## src/rtl/swse_ram.sv

```systemverilog
`timescale 1ns / 1ps

module swse_ram #(
    parameter int WIDTH = 8,
    parameter int DEPTH = 64
) (
    input  logic                     aclk,
    input  logic                     wr_en,
    input  logic [$clog2(DEPTH)-1:0] wr_addr,
    input  logic [WIDTH-1:0]         wr_data,
    input  logic                     rd_en,
    input  logic [$clog2(DEPTH)-1:0] rd_addr,
    output logic [WIDTH-1:0]         rd_data
);
    logic [WIDTH-1:0] mem [0:DEPTH-1];
    logic [WIDTH-1:0] rd_data_reg;

    always_ff @(posedge aclk) begin
        if (wr_en) begin
            mem[wr_addr] <= wr_data;
        end
        if (rd_en) begin
            rd_data_reg <= mem[rd_addr];
        end
    end

    assign rd_data = rd_data_reg;

endmodule

```

## config.mk

```make
export PLATFORM = sky130hd
export DESIGN_NAME = swse_ram
export DESIGN_NICKNAME = d
export VERILOG_FILES = /design/src/rtl/swse_ram.sv
export SDC_FILE = /design/constraint.sdc
export NUM_CORES = 1
export LEC_CHECK = 0
export ABC_CLOCK_PERIOD_IN_PS = 2000
export BUFFER_PORTS_ARGS = -buffer_cell sky130_fd_sc_hd__buf_4
export CORE_UTILIZATION = 45
export CTS_CLUSTER_DIAMETER = 60
export DETAILED_ROUTE_END_ITERATION = 8
export PLACE_DENSITY_LB_ADDON = 0.15
export RECOVER_POWER = 25
export SETUP_SLACK_MARGIN = 0.4
export SLEW_MARGIN = 10
export SYNTH_ARGS = -nofsm -noshare
export SYNTH_HDL_FRONTEND = slang
export SYNTH_SLANG_ARGS = --single-unit
```

## constraint.sdc

```tcl
create_clock -name aclk -period 2 [get_ports aclk]
set_clock_uncertainty 0.15 [all_clocks]
set_input_delay 0.2 -clock aclk [delete_from_list [all_inputs] [get_ports aclk]]
set_output_delay 0.2 -clock aclk [all_outputs]
set_load 0.02 [all_outputs]
```

==> run_results.csv <==
group,metric,value,unit
worst_setup_path,cp_num_cells,6,
clock_network,clk_pin_slew_worst_paths,0.06,ns
yosys,synth_top_family_by_area,"multiplexers",
sta,max_freq,462,MHz
floorplanning,num_rows,77,
yosys,syn_area,20200,um2
status,status,"complete, but fails checks",
sta,fin_tns_setup,-0.832,ns
worst_setup_path,startpoint_type,"flip-flop",
cells_and_area,post-route-util,0.552,
global_route,antenna_found_initial,0,
place,hpwlAfterDp,30.6,mm
pwr,power_per_cell_area,942,nW/um2
worst_setup_path,critPathMaxStageDelay,0.47,ns
pwr,power.leakage,7.76,nW
clock_network,clock_insertion_delay_worst_skew,0.59,ns
global_route,grt_pass1_wl,70.1,mm
cells_and_area,nets,1141,
yosys,synthTopCellsByArea,"edfxtp_1 (77%), mux4_2 (14%), nor2_1 (1.5%)",
pwr,vdd.ir_drop.worst,942,uV
sta,slew_headroom,0.0559,
global_route,grt_max_degree,65,
clock_network,htreeDepth,2,
floorplanning,die_h,214,um
floorplanning,core_area,44300,um2
yosys,synthAdderAreaFrac,0,
yosys,synth_warnings,0,
worst_setup_path,critPathSlowestCell,"mux4_2",
floorplanning,die_area,45800,um2
yosys,yosysTopAreaCellShare,0.771,
worst_setup_path,critPathBufInv,1,
sta,worstMarginPinSlew,1.42,ns
sta,hold_viol_final,0,
yosys,async_flop_share,0,
worst_setup_path,crit_required,2.18,ns
sta,slew_viol_final,0,
yosys,synthMuxAreaShare,0.159,
route,drt_iter0_markers,933,
sta,min_period,2.16,ns
route,drc,0,
sta,fin_ws,-0.163,ns
worst_setup_path,path_class,"flip-flop to flip-flop",
clock_network,cts_made_buffers,54,
route,vias,9925,
floorplanning,ioPinCount,31,
clock_network,post-cts-setup-buffer-count,0,
cells_and_area,fin_area,24500,um2
yosys,syn-num-nets,963,
yosys,yosysSeqAreaShare,0.771,
route,viasPerCell,5.66,
sta,rsz0062_at_grt,"true",
clock_network,clk_path_buf_depth,3,
yosys,synth_cells,940,
yosys,syn_area_per_cell,21.5,um2
hold_path,holdCritPathClass,"primary input to flip-flop",
place,io_buffer_count,30,
floorplanning,initial_core_util,0.457,
place,gp_congestion,0.831,
worst_setup_path,reg2reg_depth,6,
status,failed_checks,"negative setup slack",
yosys,synth_edf_count,520,
sta,fin_crit_sh,1.08,
worst_setup_path,crit_path_end_kind,"flip-flop",
yosys,synth-xor-area-share,0,
global_route,grt_overflow,0,
cells_and_area,syn_to_final_growth,20.8,%
global_route,grt_pass1_vias,10326,
cells_and_area,antenna_cells,0,
yosys,yosys.area.top_type,"edfxtp_1",
sta,setup_viol,7,
yosys,synth_compound_area_frac,0.0206,
cells_and_area,layout-drive-gt1-share,0.395,
route,wl,46.9,mm
route,first_pass_iters,5,
clock_network,cts_tree,"yes",
cells_and_area,largest_reg_flops,512,
floorplanning,die_w,214,um
cells_and_area,final.fill_count,3409,
place,place_area,22600,um2
global_route,grt_usage,0.211,
worst_setup_path,arrival,2.35,ns
worst_setup_path,cp_cell_sequence,"mux4_2 -> mux2_4 -> o221a_4 -> nor3_2 -> buf_4 -> o32ai_1",
worst_setup_path,critPathTopFamily,"multiplexers",
yosys,ys_ff_latch,520,
worst_setup_path,worstPathMaxFanout,1,
hold_path,min_path_cells,4,
flow_run,cap_violations,0,
yosys,synth_simple_gate_area_share,0.0337,
clock_network,clock-sinks,520,
clock_network,root_buffer,"clkbuf_16",
route,avgRoutedWirePerCell,26.7,um
yosys,synth_cell_types,39,
yosys,yosys_most_used_dff,"edfxtp_1",
route,postRouteAntennaNets,0,
[layout make-up]
type                       instances  area [um2]  share of cell area
timing repair buffer             173        1570              0.0641
tap                              592         741              0.0303
clock buffer                      69        1430              0.0584
multi-input combinational        369        4860               0.199
clock inverter                    31         244             0.00998
sequential                       520       15600               0.638
[cells in the final DEF, fill, tap and decap left out, types with 9 or more instances in the layout]
cell type / netlist / routed
clkinv_1: 0 / 13
nand2_1: 19 / 17
buf_12: 2 / 19
nor2_4: 0 / 49
nor2b_1: 14 / 11
clkinv_2: 0 / 9
nor2_2: 0 / 12
mux4_2: 126 / 126
mux2i_1: 23 / 23
nor2_1: 83 / 22
clkbuf_16: 0 / 55
edfxtp_1: 520 / 520
mux2_2: 13 / 12
clkbuf_1: 17 / 14
buf_4: 13 / 134
[path summary, 6_finish.rpt]
| kind | start | to | slack, ns |
|---|---|---|---|
| min | wr_addr[2] | mem[53][1]$_DFFE_PP_ | 0.06 |
| max reg2reg | mem[21][6]$_DFFE_PP_ | rd_data[6]$_DFFE_PP_ | -0.16 |
| min reg2reg | mem[22][0]$_DFFE_PP_ | rd_data[0]$_DFFE_PP_ | 0.79 |
| max | mem[21][6]$_DFFE_PP_ | rd_data[6]$_DFFE_PP_ | -0.16 |
[cell usage after synthesis (all sizes together), types with 3 or more instances]
cell       n
a211oi     4
nand2     19
a22oi      3
nand3b     3
nor2b     14
nor3       7
a21oi      3
o2111ai    3
mux2      13
edfxtp   520
mux2i     23
nand2b     7
o22ai      8
clkbuf    17
mux4     126
o21ai      4
o221ai     8
a221oi     6
nand3     13
buf       34
o2bb2ai    3
nor2      83
[worst min-delay path, cell delays in order]
cell	delay, ns
buf_4	0.14
nand2b_1	0.10
nor2_2	0.10
buf_4	0.13
[power breakdown]
| group | total [mW] | switching [mW] | internal, mW |
|---|---|---|---|
| logic | 1.40 | 0.804 | 0.599 |
| registers | 12.1 | 0.0383 | 12.1 |
| clock network | 9.49 | 4.05 | 5.44 |
[layer usage]
layer | global-route usage | wire, um
met5 | 0 | 0
met4 | 0.0657 | 1150
met2 | 0.334 | 22800
met1 | 0.305 | 20600
met3 | 0.0332 | 2340
[through the flow]
stage          total power [mW]  setup WS [ns]  hold slack (ns)  std cells
5_1_grt                    23.7         -0.195           0.0708       1754
3_5_place_dp               13.7         -0.641            0.392       1646
3_3_place_gp               13.7         -0.624            0.414       1646
4_1_cts                    23.2         -0.158          0.00506       1754
2_1_floorplan              13.1        -0.0353            0.149        940
6_report                   23.0         -0.163           0.0627       1754
[kinds of logic after synthesis]
logic type	after synthesis
flip-flops	520
multiplexers	162
AND/OR/NAND/NOR	153
AO/OA/AOI/OAI	54
buffers and inverters	51
[what timing repair did]
action / 4_1_cts / 5_1_grt
endpoints found under the hold margin: 68 / 0
gates resized for setup: 25 / 1
setup endpoints to repair: 13 / 13
pin swaps: 1 / 1
hold buffers: 8 / 0
Note: power is estimated with default switching activity, not from simulation.
