**src/rtl/swse_pkg.sv**
```systemverilog
`timescale 1ns / 1ps

package swse_pkg;

    localparam int DEF_WINDOW_DEPTH = 64;
    localparam int DEF_VALUE_BITS   = 24;
    localparam int DEF_TIME_BITS    = 32;

    localparam int WL_BITS     = 7;
    localparam int WL_RESET    = 12;
    localparam int SLOPE_BITS  = 32;
    localparam int STATUS_BITS = 3;

    // normalized span of the window and the bits of a normalized time
    localparam int NORM_SPAN = 310000;
    localparam int NORM_BITS = $clog2(NORM_SPAN + 1);

    // Q8.24 result: integer bits, plus one extra fraction bit for rounding
    localparam int Q_INT_BITS   = 8;
    localparam int Q_FRAC_STEPS = 25;

    typedef enum logic [STATUS_BITS-1:0] {
        FIT_OK    = 3'd0,
        FIT_SMALL = 3'd1,
        FIT_FLAT  = 3'd2,
        FIT_ORDER = 3'd3,
        FIT_SPAN  = 3'd4
    } fit_status_t;

    typedef enum logic [2:0] {
        ST_IDLE,
        ST_SCAN,
        ST_CHECK,
        ST_ACCUM,
        ST_PROD,
        ST_DIFF,
        ST_DIV,
        ST_DONE
    } state_t;

endpackage

```
**src/rtl/swse_norm_div.sv**
```systemverilog
`timescale 1ns / 1ps

module swse_norm_div #(
    parameter int TIME_BITS  = swse_pkg::DEF_TIME_BITS,
    parameter int VALUE_BITS = swse_pkg::DEF_VALUE_BITS
) (
    input  logic                                aclk,
    input  logic                                aresetn,
    input  logic                                in_valid,
    input  logic [TIME_BITS-1:0]                in_d,
    input  logic signed [VALUE_BITS-1:0]        in_y,
    input  logic [TIME_BITS-1:0]                span,
    output logic                                out_valid,
    output logic [swse_pkg::NORM_BITS-1:0]      out_x,
    output logic signed [VALUE_BITS-1:0]        out_y
);
    import swse_pkg::*;

    localparam int XB = NORM_BITS;
    localparam int PW = TIME_BITS + XB;

    logic [PW-1:0] prod;

    logic                         v_reg   [0:XB];
    logic [TIME_BITS-1:0]         rem_reg [0:XB];
    logic [XB-1:0]                low_reg [0:XB];
    logic [XB-1:0]                q_reg   [0:XB];
    logic signed [VALUE_BITS-1:0] y_reg   [0:XB];

    logic [TIME_BITS:0] r2_c  [0:XB-1];
    logic [TIME_BITS:0] sub_c [0:XB-1];
    logic               ge_c  [0:XB-1];

    logic                         ov_reg;
    logic [XB-1:0]                x_reg;
    logic signed [VALUE_BITS-1:0] yo_reg;
    logic                         round_up;

    assign prod = PW'(in_d) * PW'(NORM_SPAN);

    always_comb begin
        for (int s = 0; s < XB; s++) begin
            r2_c[s]  = {rem_reg[s], low_reg[s][XB-1]};
            ge_c[s]  = (r2_c[s] >= {1'b0, span});
            sub_c[s] = r2_c[s] - {1'b0, span};
        end
    end

    assign round_up = ({rem_reg[XB], 1'b0} >= {1'b0, span});

    always_ff @(posedge aclk) begin
        if (!aresetn) begin
            for (int s = 0; s <= XB; s++) begin
                v_reg[s] <= 1'b0;
            end
            ov_reg <= 1'b0;
        end else begin
            v_reg[0] <= in_valid;
            for (int s = 1; s <= XB; s++) begin
                v_reg[s] <= v_reg[s-1];
            end
            ov_reg <= v_reg[XB];
        end
    end

    always_ff @(posedge aclk) begin
        rem_reg[0] <= prod[PW-1:XB];
        low_reg[0] <= prod[XB-1:0];
        q_reg[0]   <= '0;
        y_reg[0]   <= in_y;
        for (int s = 1; s <= XB; s++) begin
            rem_reg[s] <= ge_c[s-1] ? sub_c[s-1][TIME_BITS-1:0] : r2_c[s-1][TIME_BITS-1:0];
            low_reg[s] <= {low_reg[s-1][XB-2:0], 1'b0};
            q_reg[s]   <= {q_reg[s-1][XB-2:0], ge_c[s-1]};
            y_reg[s]   <= y_reg[s-1];
        end
        x_reg  <= q_reg[XB] + XB'(round_up);
        yo_reg <= y_reg[XB];
    end

    assign out_valid = ov_reg;
    assign out_x     = x_reg;
    assign out_y     = yo_reg;

endmodule

```
**config.mk**
```make
export PLATFORM = sky130hd
export DESIGN_NAME = swse_norm_div
export DESIGN_NICKNAME = d
export VERILOG_FILES = /design/src/rtl/swse_pkg.sv /design/src/rtl/swse_norm_div.sv
export SDC_FILE = /design/constraint.sdc
export NUM_CORES = 2
export LEC_CHECK = 0
export BUFFER_PORTS_ARGS = -buffer_cell sky130_fd_sc_hd__buf_2
export CORE_MARGIN = 4
export CORE_UTILIZATION = 60
export CTS_CLUSTER_SIZE = 30
export DETAILED_ROUTE_END_ITERATION = 10
export MAX_ROUTING_LAYER = met4
export PLACE_DENSITY = 0.87
export SLEW_MARGIN = 20
export SYNTH_ARGS = -nofsm -noshare
export SYNTH_HDL_FRONTEND = slang
export SYNTH_SLANG_ARGS = --single-unit
```
**constraint.sdc**
```tcl
create_clock -name aclk -period 10.85 [get_ports aclk]
set_input_delay 2.17 -clock aclk [delete_from_list [all_inputs] [get_ports aclk]]
set_output_delay 2.17 -clock aclk [all_outputs]
set_load 0.02 [all_outputs]
```
==> results.toml <==
[timing]
setup_violations = 0
setup_tns_ps = 0
slew_headroom = 0.303
period_needed_ps = 7450
clock_skew_ps = 62.4
rsz0062_at_grt = "no"
fin_crit_sh = 0.687
worst_slew_pin_slew_ps = 1040
fmaxAchievable_ghz = 0.134
final-hold-violation-count = 0
final_max_slew_viol_count = 0
holdWs_ps = 288

[clock_network]
clk_path_buf_depth = 3
clock_sinks = 1494
clk_pin_slew_ps = 60
cts_tree = "yes"
holdBufCountCts = 0
cts_resized = 0
cts_setup_buffers = 0
root_buffer = "clkbuf_16"
worstSkewPairLatency_ps = 810
numCtsBuffers = 150
htree_levels = 4

[yosys]
synth_flop_cell = "dfxtp_1"
ys_seq_elements = 1494
synth-edff-count = 0
synth_common_cells = "dfxtp_1 (1,494), ha_1 (858), nand2_1 (599), a21oi_1 (594), o21ai_0 (543)"
synth_top_area_share = 0.375
syn_area_per_cell_um2 = 9.68
yosys_warnings = 0
ys_async_sr_fraction = 0
ys_types = 98
synth_area_mm2 = 0.0797
synth_cells = 8242
syn-num-nets = 9421
yosysSeqAreaShare = 0.375
synth_area_leaders = "dfxtp_1 (38%), ha_1 (13%), fa_1 (5.8%)"
yosysMostFrequentCell = "dfxtp_1"
synth_top_area_cell = "dfxtp_1"

[global_routing]
grt-ovfl-total = 0
grt_max_degree = 61
grt_antenna_before_repair = 5
grt_first_pass_wirelength_um = 329000
grt_pass1_vias = 60500
grt_usage = 0.308

[outcome]
status = "completed"

[floorplanning]
die_area_mm2 = 0.139
ios = 135
coreArea_mm2 = 0.132
die_width_um = 373
num_rows = 133
start_util = 0.605
die_h_um = 373

[hold_path]
hold_path.class = "flop to flop"
worstHoldStart = "y_reg[0][9]"
min_to = "y_reg[1][9]"
holdPathStages = 0

[setup_path]
cp_max_fo = 7
r2r_setup_slack_ps = 6410
critPathKind = "primary input to flop"
cp-end-kind = "flop"
critPathLaunchType = "primary input"
worstRegToRegCells = 10
r2r_start = "rem_reg[1][37]"
cp.required_ps = 11530
reg2reg_to = "rem_reg[1][72]"
worst_ep_arrival_time_ps = 8130

[routing]
route.detailed.drc = 0
wl_um = 212000
drt-initial-drc-count = 5503
drt-pass1-iter-count = 10
postRouteAntennaNets = 0
wl_per_cell_um = 20.7
via_count = 61900
vias_per_cell = 6.05

[layout]
largest_reg_flops = 640
nets = 9535
final_layout_size_suffix_gt1_frac = 0.0922
syn_to_final_growth_pct = 9.90

[job]
drv_cap = 0

[placement]
gp_congestion = 0.973
io_buffers = 134
hpwl_um = 153000
-- routing by layer --
metal,share of wire,global-route usage,vias up
met5,0,-,-
met4,0.048,0.135,0
met3,0.074,0.0463,600
met2,0.46,0.488,2373
met1,0.42,0.392,29400
li1,-,-,29500
-- placed cells by master, fill, tap and decap left out, drive strengths merged, types with 196 or more instances in the layout --
master,netlist,routed
xor2,250,250
a21oi,595,595
mux2,302,302
clkbuf,171,196
fa,230,230
dfxtp,1494,1494
inv,473,481
xnor2,323,323
nand2,599,599
a21o,367,367
ha,858,858
nor2,396,396
o21ai,560,560
-- worst max-delay path, cell delays in order --
cell and delay (ps):
buf_2 200, inv_1 120, fa_1 510, fa_1 500
inv_1 60, fa_1 500, inv_1 60, fa_1 460
fa_1 520, fa_1 540, inv_1 40, ha_1 370
a21o_1 190, a21oi_1 250, o21ai_0 160, a41oi_1 280
a21oi_1 160, o41a_1 430, nand2_1 150, o211ai_1 120
a21oi_1 190, xnor2_1 150
-- worst max path at each step --
stage,end,startpoint,slack [ps]
3_3_place_gp,rem_reg[0][24],in_d[16],2800
5_1_grt,rem_reg[0][24],in_d[16],3180
4_1_cts,rem_reg[0][24],in_d[16],3510
2_1_floorplan,rem_reg[0][31],in_d[18],3400
3_5_place_dp,rem_reg[0][24],in_d[16],2700
6_report,rem_reg[0][29],in_d[17],3400
-- logic make-up (layout without fill, tap and decap cells) --
logic type / Yosys count / in the layout / share of synthesized area
adders and majority gates: 1088 / 1088 / 0.192
and+or+nand+nor: 1853 / 1853 / 0.112
DFF: 1494 / 1494 / 0.375
buffers and inverters: 697 / 937 / 0.0342
AOI/OAI and AO/OA: 2196 / 2196 / 0.175
muxes: 341 / 341 / 0.0485
xor gates and xnor gates: 573 / 573 / 0.0629
other: 0 / 3 / 0
-- cell type report --
cell class / instances / area [um2]
fill: 10300 / 44200
clock buffer: 196 / 4140
multi-input combinational: 6051 / 47200
antenna: 3 / 7.51
inverter: 473 / 1780
sequential: 1494 / 29900
timing repair buffer: 186 / 1100
tap: 1755 / 2200
clock inverter: 82 / 1270
-- per-stage QoR --
stage / cell area, um2 / setup WS, ps / cells / utilization
2_1_floorplan: 79700 / 3400 / 8242 / -
3_3_place_gp: 82200 / 2800 / 9956 / 0.623
3_5_place_dp: 82200 / 2700 / 9956 / 0.623
4_1_cts: 87600 / 3510 / 10200 / 0.664
5_1_grt: 87600 / 3180 / 10200 / 0.665
6_report: 87600 / 3400 / 10200 / 0.665
Power is left out: the tool's default activity adds up to more than one toggle a clock period on the data nets, which glitch-free logic cannot reach.
