[config.mk]
export PLATFORM = sky130hd
export DESIGN_NAME = swse_q824_div
export DESIGN_NICKNAME = d
export VERILOG_FILES = /design/src/rtl/swse_pkg.sv /design/src/rtl/swse_q824_div.sv
export SDC_FILE = /design/constraint.sdc
export NUM_CORES = 1
export LEC_CHECK = 0
export BUFFER_PORTS_ARGS = -buffer_cell sky130_fd_sc_hd__buf_2
export CAP_MARGIN = 40
export CORE_MARGIN = 8
export CORE_UTILIZATION = 30
export CTS_CLUSTER_SIZE = 24
export DETAILED_ROUTE_END_ITERATION = 8
export PLACE_DENSITY_LB_ADDON = 0.15
export SYNTH_ARGS = -nofsm -noshare
export SYNTH_HDL_FRONTEND = slang
export SYNTH_SLANG_ARGS = --single-unit
[constraint.sdc]
create_clock -name aclk -period 10 [get_ports aclk]
set_input_delay 2 -clock aclk [delete_from_list [all_inputs] [get_ports aclk]]
set_output_delay 2 -clock aclk [all_outputs]
set_load 0.1 [all_outputs]
[src/rtl/swse_pkg.sv]
`timescale 1ns / 1ps

package swse_pkg;

    localparam int DEF_WINDOW_DEPTH = 64;
    localparam int DEF_VALUE_BITS   = 24;
    localparam int DEF_TIME_BITS    = 32;

    localparam int WL_BITS     = 7;
    localparam int WL_RESET    = 12;
    localparam int SLOPE_BITS  = 32;
    localparam int STATUS_BITS = 3;

    // normalized span of the window and the bits of a normalized time
    localparam int NORM_SPAN = 310000;
    localparam int NORM_BITS = $clog2(NORM_SPAN + 1);

    // Q8.24 result: integer bits, plus one extra fraction bit for rounding
    localparam int Q_INT_BITS   = 8;
    localparam int Q_FRAC_STEPS = 25;

    typedef enum logic [STATUS_BITS-1:0] {
        FIT_OK    = 3'd0,
        FIT_SMALL = 3'd1,
        FIT_FLAT  = 3'd2,
        FIT_ORDER = 3'd3,
        FIT_SPAN  = 3'd4
    } fit_status_t;

    typedef enum logic [2:0] {
        ST_IDLE,
        ST_SCAN,
        ST_CHECK,
        ST_ACCUM,
        ST_PROD,
        ST_DIFF,
        ST_DIV,
        ST_DONE
    } state_t;

endpackage

[src/rtl/swse_q824_div.sv]
`timescale 1ns / 1ps

module swse_q824_div #(
    parameter int NUMW = 60,
    parameter int DENW = 52
) (
    input  logic                                   aclk,
    input  logic                                   aresetn,
    input  logic                                   start,
    input  logic signed [NUMW-1:0]                 num,
    input  logic [DENW-1:0]                        den,
    output logic                                   done,
    output logic signed [swse_pkg::SLOPE_BITS-1:0] slope
);
    import swse_pkg::*;

    localparam int QB   = Q_INT_BITS + Q_FRAC_STEPS;
    localparam int CNTW = $clog2(QB + 1);
    localparam int CW   = (NUMW > DENW + Q_INT_BITS) ? NUMW : DENW + Q_INT_BITS;

    logic                  busy_reg, prep_reg, done_reg;
    logic [CNTW-1:0]       cnt_reg;
    logic                  neg_reg, sat_reg;
    logic [NUMW-1:0]       mag_reg;
    logic [DENW-1:0]       den_reg, rem_reg;
    logic [QB-1:0]         low_reg, q_reg;
    logic [SLOPE_BITS-1:0] slope_reg;

    logic [DENW:0] r2, diff;
    logic          ge;
    logic [QB:0]   rinc;
    logic [QB-1:0] rounded, lim, mag_out;

    assign r2   = {rem_reg, low_reg[QB-1]};
    assign diff = r2 - {1'b0, den_reg};
    assign ge   = (r2 >= {1'b0, den_reg});

    assign rinc    = {1'b0, q_reg} + (QB+1)'(1);
    assign rounded = rinc[QB:1];
    assign lim     = neg_reg ? (QB'(1) << (SLOPE_BITS - 1))
                             : ((QB'(1) << (SLOPE_BITS - 1)) - QB'(1));
    assign mag_out = (sat_reg || rounded > lim) ? lim : rounded;

    always_ff @(posedge aclk) begin
        if (!aresetn) begin
            busy_reg <= 1'b0;
            prep_reg <= 1'b0;
            done_reg <= 1'b0;
            cnt_reg  <= '0;
        end else begin
            done_reg <= 1'b0;
            if (start) begin
                busy_reg <= 1'b1;
                prep_reg <= 1'b1;
            end else if (busy_reg && prep_reg) begin
                prep_reg <= 1'b0;
                cnt_reg  <= CNTW'(QB);
            end else if (busy_reg && cnt_reg != '0) begin
                cnt_reg <= cnt_reg - CNTW'(1);
            end else if (busy_reg) begin
                busy_reg <= 1'b0;
                done_reg <= 1'b1;
            end
        end
    end

    always_ff @(posedge aclk) begin
        if (start) begin
            neg_reg <= num[NUMW-1];
            mag_reg <= num[NUMW-1] ? NUMW'(-num) : NUMW'(num);
            den_reg <= den;
        end else if (busy_reg && prep_reg) begin
            sat_reg <= (CW'(mag_reg) >= (CW'(den_reg) << Q_INT_BITS));
            rem_reg <= DENW'(mag_reg >> Q_INT_BITS);
            low_reg <= {mag_reg[Q_INT_BITS-1:0], {Q_FRAC_STEPS{1'b0}}};
            q_reg   <= '0;
        end else if (busy_reg && cnt_reg != '0) begin
            rem_reg <= ge ? diff[DENW-1:0] : r2[DENW-1:0];
            low_reg <= {low_reg[QB-2:0], 1'b0};
            q_reg   <= {q_reg[QB-2:0], ge};
        end else if (busy_reg) begin
            slope_reg <= neg_reg ? SLOPE_BITS'(-mag_out) : SLOPE_BITS'(mag_out);
        end
    end

    assign done  = done_reg;
    assign slope = slope_reg;

endmodule

==> summary.md, run 1 <==
| Metric | Value |
|---|---|
| Final GP Congestion | 0.8253 |
| Worst slew margin | 43.68% |
| Crit path kind | flop to flop |
| Post-synth EDFFs | 239 |
| Finished Layout Cells | 2,688 |
| Worst reg2reg path depth | 24 |
| Bufs on Longest Clock Path | 3 |
| Largest family of logic cells by synthesized area | simple AND/OR/NAND/NOR gates |
| Most common cell after layout, fill and taps aside | edfxtp_1 |
| Seq cells post-synth | 248 |
| Tcrit/Tclk final | 67.10% |
| Share of cells above drive strength 1 | between 10% and 20% |
| Max VDD drop | 0.09414 mV |
| DR vias | 13,550 |
| Largest net degree at the start of global routing | 80 |
| Total CTS buffers | 31 |
| Vias in the first global route | 13,490 |
| Register area share after synthesis | 43.47% |
| GR Layer Usage met2 | 23.70% |
| Grt met1 use | 18.67% |
| Syn nets | between 2,000 and 2,500 |
| Drt wl/cell | 17.26 um |
| GRT met3 Usage | 2.413% |
| Final wirelength | 46.40 mm |
| Unrepaired setup endpoints after global routing | no |
| Clock-pin slew on the worst setup and hold paths | 60 ps |
| Initial core utilization | 30.19% |
| Netlist Area Pre-Place | 16,920 sq um |
| Final Hold Vio Count | 0 |
| Pwr Density | around 160 nW/um^2 |
| Ant. Diodes | 0 |
| Avg Cell Area, Syn | approximately 9.6 sq um |
| Worst slew pin tran | 838.4 ps |
| Status | complete, no violations |
| Fin crit period | 6710 ps |
| Fmax | 149.0 MHz |
| Chip width | between 200 and 300 um |
| First-pass DRT Iterations | 5 |
| Static leakage | 0.007581 uW |
| Mux contribution to synthesized area | less than 1% |
| IO Pins | about 150 |
| Worst endpoint data arrival time | 7120 ps |
| Die area | 64,270 sq um |
| Post-Synth Adder-Cell Area | 10.54% |
| Post-CTS Hold Buffers | 0 |
| First-pass GRT wire length | 73.95 mm |
| Cell total after placement | 2,631 |
| Root buffer cell | clkbuf_16 |
| Area Overhead vs Synth | 15.64% |
| # DRC | 0 |
| Top Usage Layer GRT | met2 |
| CP Max Fanout | 46 |
| Predominant post-synthesis flop cell | edfxtp_1 |
| Hold Path Depth | 2 |
| Area of the core | 56,060 sq um |
| CP endpoint kind | flop |
| Die height | 253.5 um |
| Iteration-0 DRC count of the detailed router | 594 |
| Total Neg Setup Slack | 0 ps |
| Max-slew violations | 0 |
| H-tree lvl count | 1 |
| Synth cell types | 76 |
| Worst Setup Start Kind | flop |
| Worst clock skew | 16.53 ps |
| Async S/R FF share, synth | 0% |
| Rows | 87 |
| Nets | 2,165 |
| Cells after Synth | between 1,500 and 2,000 |
| Xor-xnor portion of the synthesized cell area | approximately 7.2% |
| DP HPWL | around 35 mm |
| Buffers on Ports | 147 |
| Worst skew pair latency | 580 ps |
| Max-Cap Viols | 0 |
| Setup violators final | 0 |
| Global route overflow | 0 |
| Synth Area in Simple Gates | 18.36% |
| Commonest non-fill, non-tap cells in the layout | edfxtp_1, nand2_1, buf_2 |
| Required time of the critical path | between 10,000 and 15,000 ps |
| Initial antenna violation count | 1 |
| Post-CTS Setup Bufs | 0 |
| TritonCTS clock tree | built |
| Syn. warnings | 0 |
| Via density per instance | 5.040 |
| Total GRT Usage | approximately 14% |
| Min-Delay Path Class | flop to flop |
| CTS sink cnt | around 250 |
| Max FFs per register | 60 |
| Post-CTS sizing | 0 |
| Antenna-violating nets left | 0 |
| Compound-Gate Fraction of Synth Area | 16.52% |
-- synth_stat cells (15+ instances only) --
library cell  number  area (sq um)
nor2_1           133         499.2
and2_1            32         200.2
o31ai_1           31         232.7
a211oi_1          21         157.7
nand2_1          213         799.5
xnor2_1          107         937.2
ha_1             141          1764
nor3_1            45         225.2
nand4_1           36         225.2
xor2_1            33         289.0
clkbuf_1          56         210.2
nand3_1           49         245.2
and3_1            16         100.1
a31oi_1           49         306.5
nor4_1            20         125.1
a21o_1            38         285.3
inv_1             98         367.9
o21ai_0           87         435.4
edfxtp_1         239          7177
or3_1             15         93.84
nor2b_1           21         131.4
nand2b_1          16         100.1
a21oi_1          118         590.6
-- layout make-up --
| class | instances | area, sq um |
|---|---|---|
| Sequential cell | 248 | 7357 |
| Timing Repair Buffer | 163 | 867.1 |
| Fill cell | 5716 | 36490 |
| Inverter | 99 | 372.9 |
| Clock inverter | 22 | 234.0 |
| Tap cell | 756 | 945.9 |
| Clock buffer | 35 | 790.8 |
| Multi-Input combinational cell | 1365 | 9004 |
-- worst paths after layout --
path	start	endpoint	slack [ps]
setup / recovery	q_reg[0]$_SDFFCE_PP0P_	slope[28]$_DFFE_PP_	3290
hold / removal	low_reg[26]$_DFFE_PP_	low_reg[27]$_DFFE_PP_	520
setup reg to reg	q_reg[0]$_SDFFCE_PP0P_	slope[28]$_DFFE_PP_	3290
hold reg to reg	low_reg[26]$_DFFE_PP_	low_reg[27]$_DFFE_PP_	520
-- power by group --
| group | switching [uW] | internal [uW] | total [uW] |
|---|---|---|---|
| combinational | 409 | 252 | 661 |
| sequential | 40.2 | 1240 | 1280 |
| clock | 452 | 691 | 1140 |
-- logic make-up (layout without fill, tap and decap cells) --
family	Yosys count	after routing
fa+ha+maj	142	142
xor+xnor	140	140
flops	248	248
mux	6	6
compound gates	440	440
buf+inv	158	319
simple gates	637	637
-- per-layer routing --
metal,part of all wire (%),wire length (um)
met5,0,0
met4,2.2,1003
met3,5.0,2330
met2,46,21440
met1,47,21620
-- critical path, cell delays in order, from the launching register on --
cell and delay [ps]:
edfxtp_1 440, ha_1 290, nand2_1 140, nor2_1 590, nand2_1 180, or3_1 420
or2_2 320, xor2_1 240, inv_1 130, ha_1 290, nand3_1 80, nor2_1 160
nand4_1 140, a2bb2oi_1 290, o21ai_2 80, buf_4 270, o21ai_0 260, ha_1 370
nand4_1 210, nor4_1 480, and3_1 280, nand4_1 220, o41ai_1 350, mux2i_1 120
a22oi_1 170
-- through the flow --
step           worst slack, ps  utilization (%)  hold WS (ps)  power [uW]  area, sq um
2_1_floorplan             4449                -         476.4        1761        16920
3_3_place_gp              3325            33.01         500.5        1958        18510
3_5_place_dp              3325            33.08         505.4        1962        18550
4_1_cts                   3274            34.91         519.4        3127        19570
5_1_grt                   2527            34.91         546.3        3249        19570
6_report                  3290            34.91         517.7        3083        19570
No activity file was read; power rests on OpenSTA's default activity.
==> run 2: changes to the inputs <==
==> constraint.sdc (replaced) <==
create_clock -name aclk -period 5.4 [get_ports aclk]
set_input_delay 1.08 -clock aclk [delete_from_list [all_inputs] [get_ports aclk]]
set_output_delay 1.08 -clock aclk [all_outputs]
set_load 0.1 [all_outputs]
==> run 2 against run 1 <==
Wire length up 1.9%; worst hold slack worse by 1.1 ps; non-clock buffer count rose by 59; power increased by 86%; clock power rose by 87%; sequential cell count unchanged; fmax increased by 35%; critical path type unchanged; largest cell class unchanged; highest routed layer unchanged.
==> summary.md, run 2 (synthesis results as in run 1) <==
| Metric | Value |
|---|---|
| Top Usage Layer GRT | met2 |
| Hold Crit Start | low_reg[27]$_DFFE_PP_ |
| Status | complete, no violations |
| Final GP Congestion | 0.8507 |
| Final Hold Vio Count | 0 |
| Int Pwr | 4036 uW |
| Setup violators final | 0 |
| RR Startpoint | q_reg[19]$_SDFFCE_PP0P_ |
| Via density per instance | about 5.0 |
| Reg-to-reg slack, setup | 420 ps |
| CP endpoint kind | flop |
| IO Pins | 148 |
| Post-CTS Hold Buffers | 0 |
| Fin crit period | 4985 ps |
| Root buffer cell | clkbuf_16 |
| Nets | between 2,000 and 2,500 |
| Ant. Diodes | 0 |
| Final wirelength | 47.28 mm |
| Buffers on Ports | approximately 150 |
| Bufs on Longest Clock Path | 3 |
| Clock-pin slew on the worst setup and hold paths | 60 ps |
| Required time of the critical path | between 5000 and 6000 ps |
| Die area | 64,270 sq um |
| DP HPWL | 36.46 mm |
| Crit path kind | flop to flop |
| Worst Setup Start Kind | flop |
| Worst clock skew | 20.49 ps |
| CP startpoint | q_reg[19]$_SDFFCE_PP0P_ |
| Total CTS buffers | 34 |
| Reg power frac | 41.1% |
| Tot Pwr | roughly 5700 uW |
| TritonCTS clock tree | built |
| Sw Pwr | 1709 uW |
| Max-slew violations | 0 |
| Initial antenna violation count | 1 |
| GRT met3 Usage | 2.352% |
| Drt wl/cell | 17.20 um |
| Area of the core | 56,060 sq um |
| Max-Cap Viols | 0 |
| Worst endpoint data arrival time | 5250 ps |
| GR Layer Usage met2 | 24.26% |
| Iteration-0 DRC count of the detailed router | 726 |
| Chip width | 253.5 um |
| Die height | 253.5 um |
| Logic pwr share | between 20% and 30% |
| Pwr Density | 285.7 nW/um^2 |
| Unrepaired setup endpoints after global routing | no |
| Static leakage | roughly 0.0079 uW |
| First-pass GRT wire length | 75.84 mm |
| CP Max Fanout | 4 |
| Sw frac | 29.75% |
| Tcrit/Tclk final | 92.31% |
| Clk network pwr share | 37.0% |
| Min-Delay Path Class | flop to flop |
| Total GRT Usage | approximately 15% |
| Register area | 7357 sq um |
| Antenna-violating nets left | 0 |
| Total Neg Setup Slack | 0 ps |
| Largest net degree at the start of global routing | 62 |
| H-tree lvl count | 2 |
| Fmax | 200.6 MHz |
| Vias in the first global route | roughly 14,000 |
| Share of cells above drive strength 1 | between 15 and 20% |
| CTS sink cnt | 248 |
| Worst skew pair latency | between 500 and 600 ps |
| # DRC | 0 |
| First-pass DRT Iterations | 5 |
| Worst slew pin tran | 726.0 ps |
| Global route overflow | 0 |
| Area Overhead vs Synth | 18.83% |
| DR vias | 13,780 |
| Most common cell after layout, fill and taps aside | edfxtp_1 |
| Worst slew margin | 51.15% |
| Initial core utilization | between 30% and 40% |
| Commonest non-fill, non-tap cells in the layout | edfxtp_1, nand2_1, buf_2 |
| Grt met1 use | between 10% and 20% |
| Max FFs per register | 60 |
| Multi-input gate area | 9065 sq um |
| Max VDD drop | 0.2059 mV |
| Rows | 87 |
| FILL cells | 5,730 |
==> run 2: metrics by stage <==
step,instance area [sq um],worst slack (ps),utilization (%),hold WS (ps),cells
finish,20110,415.2,35.87,516.6,2749
global route,20110,13.72,35.87,535.8,2749
CTS,20050,187.1,35.76,514.8,2748
detailed placement,19000,201.3,33.90,507.3,2689
global placement,18980,370.6,33.86,499.7,2688
floorplan,16930,18.72,-,476.4,1771
==> run 2: area by class of cell <==
class,count,area share (%)
Inverter,99,1.854
Tap cell,756,4.704
Clock inverter,21,0.8835
Clock buffer,38,4.305
Sequential cell,248,36.58
Multi-Input combinational cell,1365,45.08
Timing Repair Buffer,222,6.595
==> run 2: path summary, 6_finish.rpt <==
check	to	cells after the start
setup / recovery	slope[30]$_DFFE_PP_	26
hold / removal	low_reg[28]$_DFFE_PP_	2
setup reg to reg	slope[30]$_DFFE_PP_	26
hold reg to reg	low_reg[28]$_DFFE_PP_	2
==> run 2: power groups by stage <==
| stage | Clock, uW | Combinational [uW] | Sequential, uW |
|---|---|---|---|
| floorplan | 0 | 815 | 2450 |
| detailed placement | 0 | 1260 | 2400 |
| global placement | 0 | 1250 | 2400 |
| finish | 2130 | 1260 | 2360 |
| CTS | 2210 | 1260 | 2360 |
| global route | 2270 | 1420 | 2380 |
==> run 2: per-layer routing <==
layer  part of all wire (%)  wire (um)
met2                     46      21970
met1                     47      22020
met4                    2.7       1285
met5                      0          0
met3                    4.2       2001
==> run 2: repair_timing <==
| item | in CTS | in global routing |
|---|---|---|
| setup buffers | 0 | 1 |
| setup endpoints to repair | 0 | 8 |
| resized for setup | 0 | 11 |
| endpoints found under the hold margin | 0 | 0 |
==> run 2: critical path, cell delays in order, from the launching register on <==
cell and delay, ps:
edfxtp_1 400, nand4_1 140, nor4_2 330, nand2_1 150, or3_1 400, or2_2 320
xor2_1 180, inv_1 110, ha_1 190, a21o_1 170, a211oi_1 210, o21ai_0 150
a2bb2oi_2 200, o21ai_2 100, nand2_1 90, a21boi_1 220, inv_1 70, ha_1 210
nand4_1 120, nor4_2 50, buf_4 170, and3_1 170, nand4_1 140, buf_4 140
nor2_1 40, o31ai_1 190, a32oi_1 70
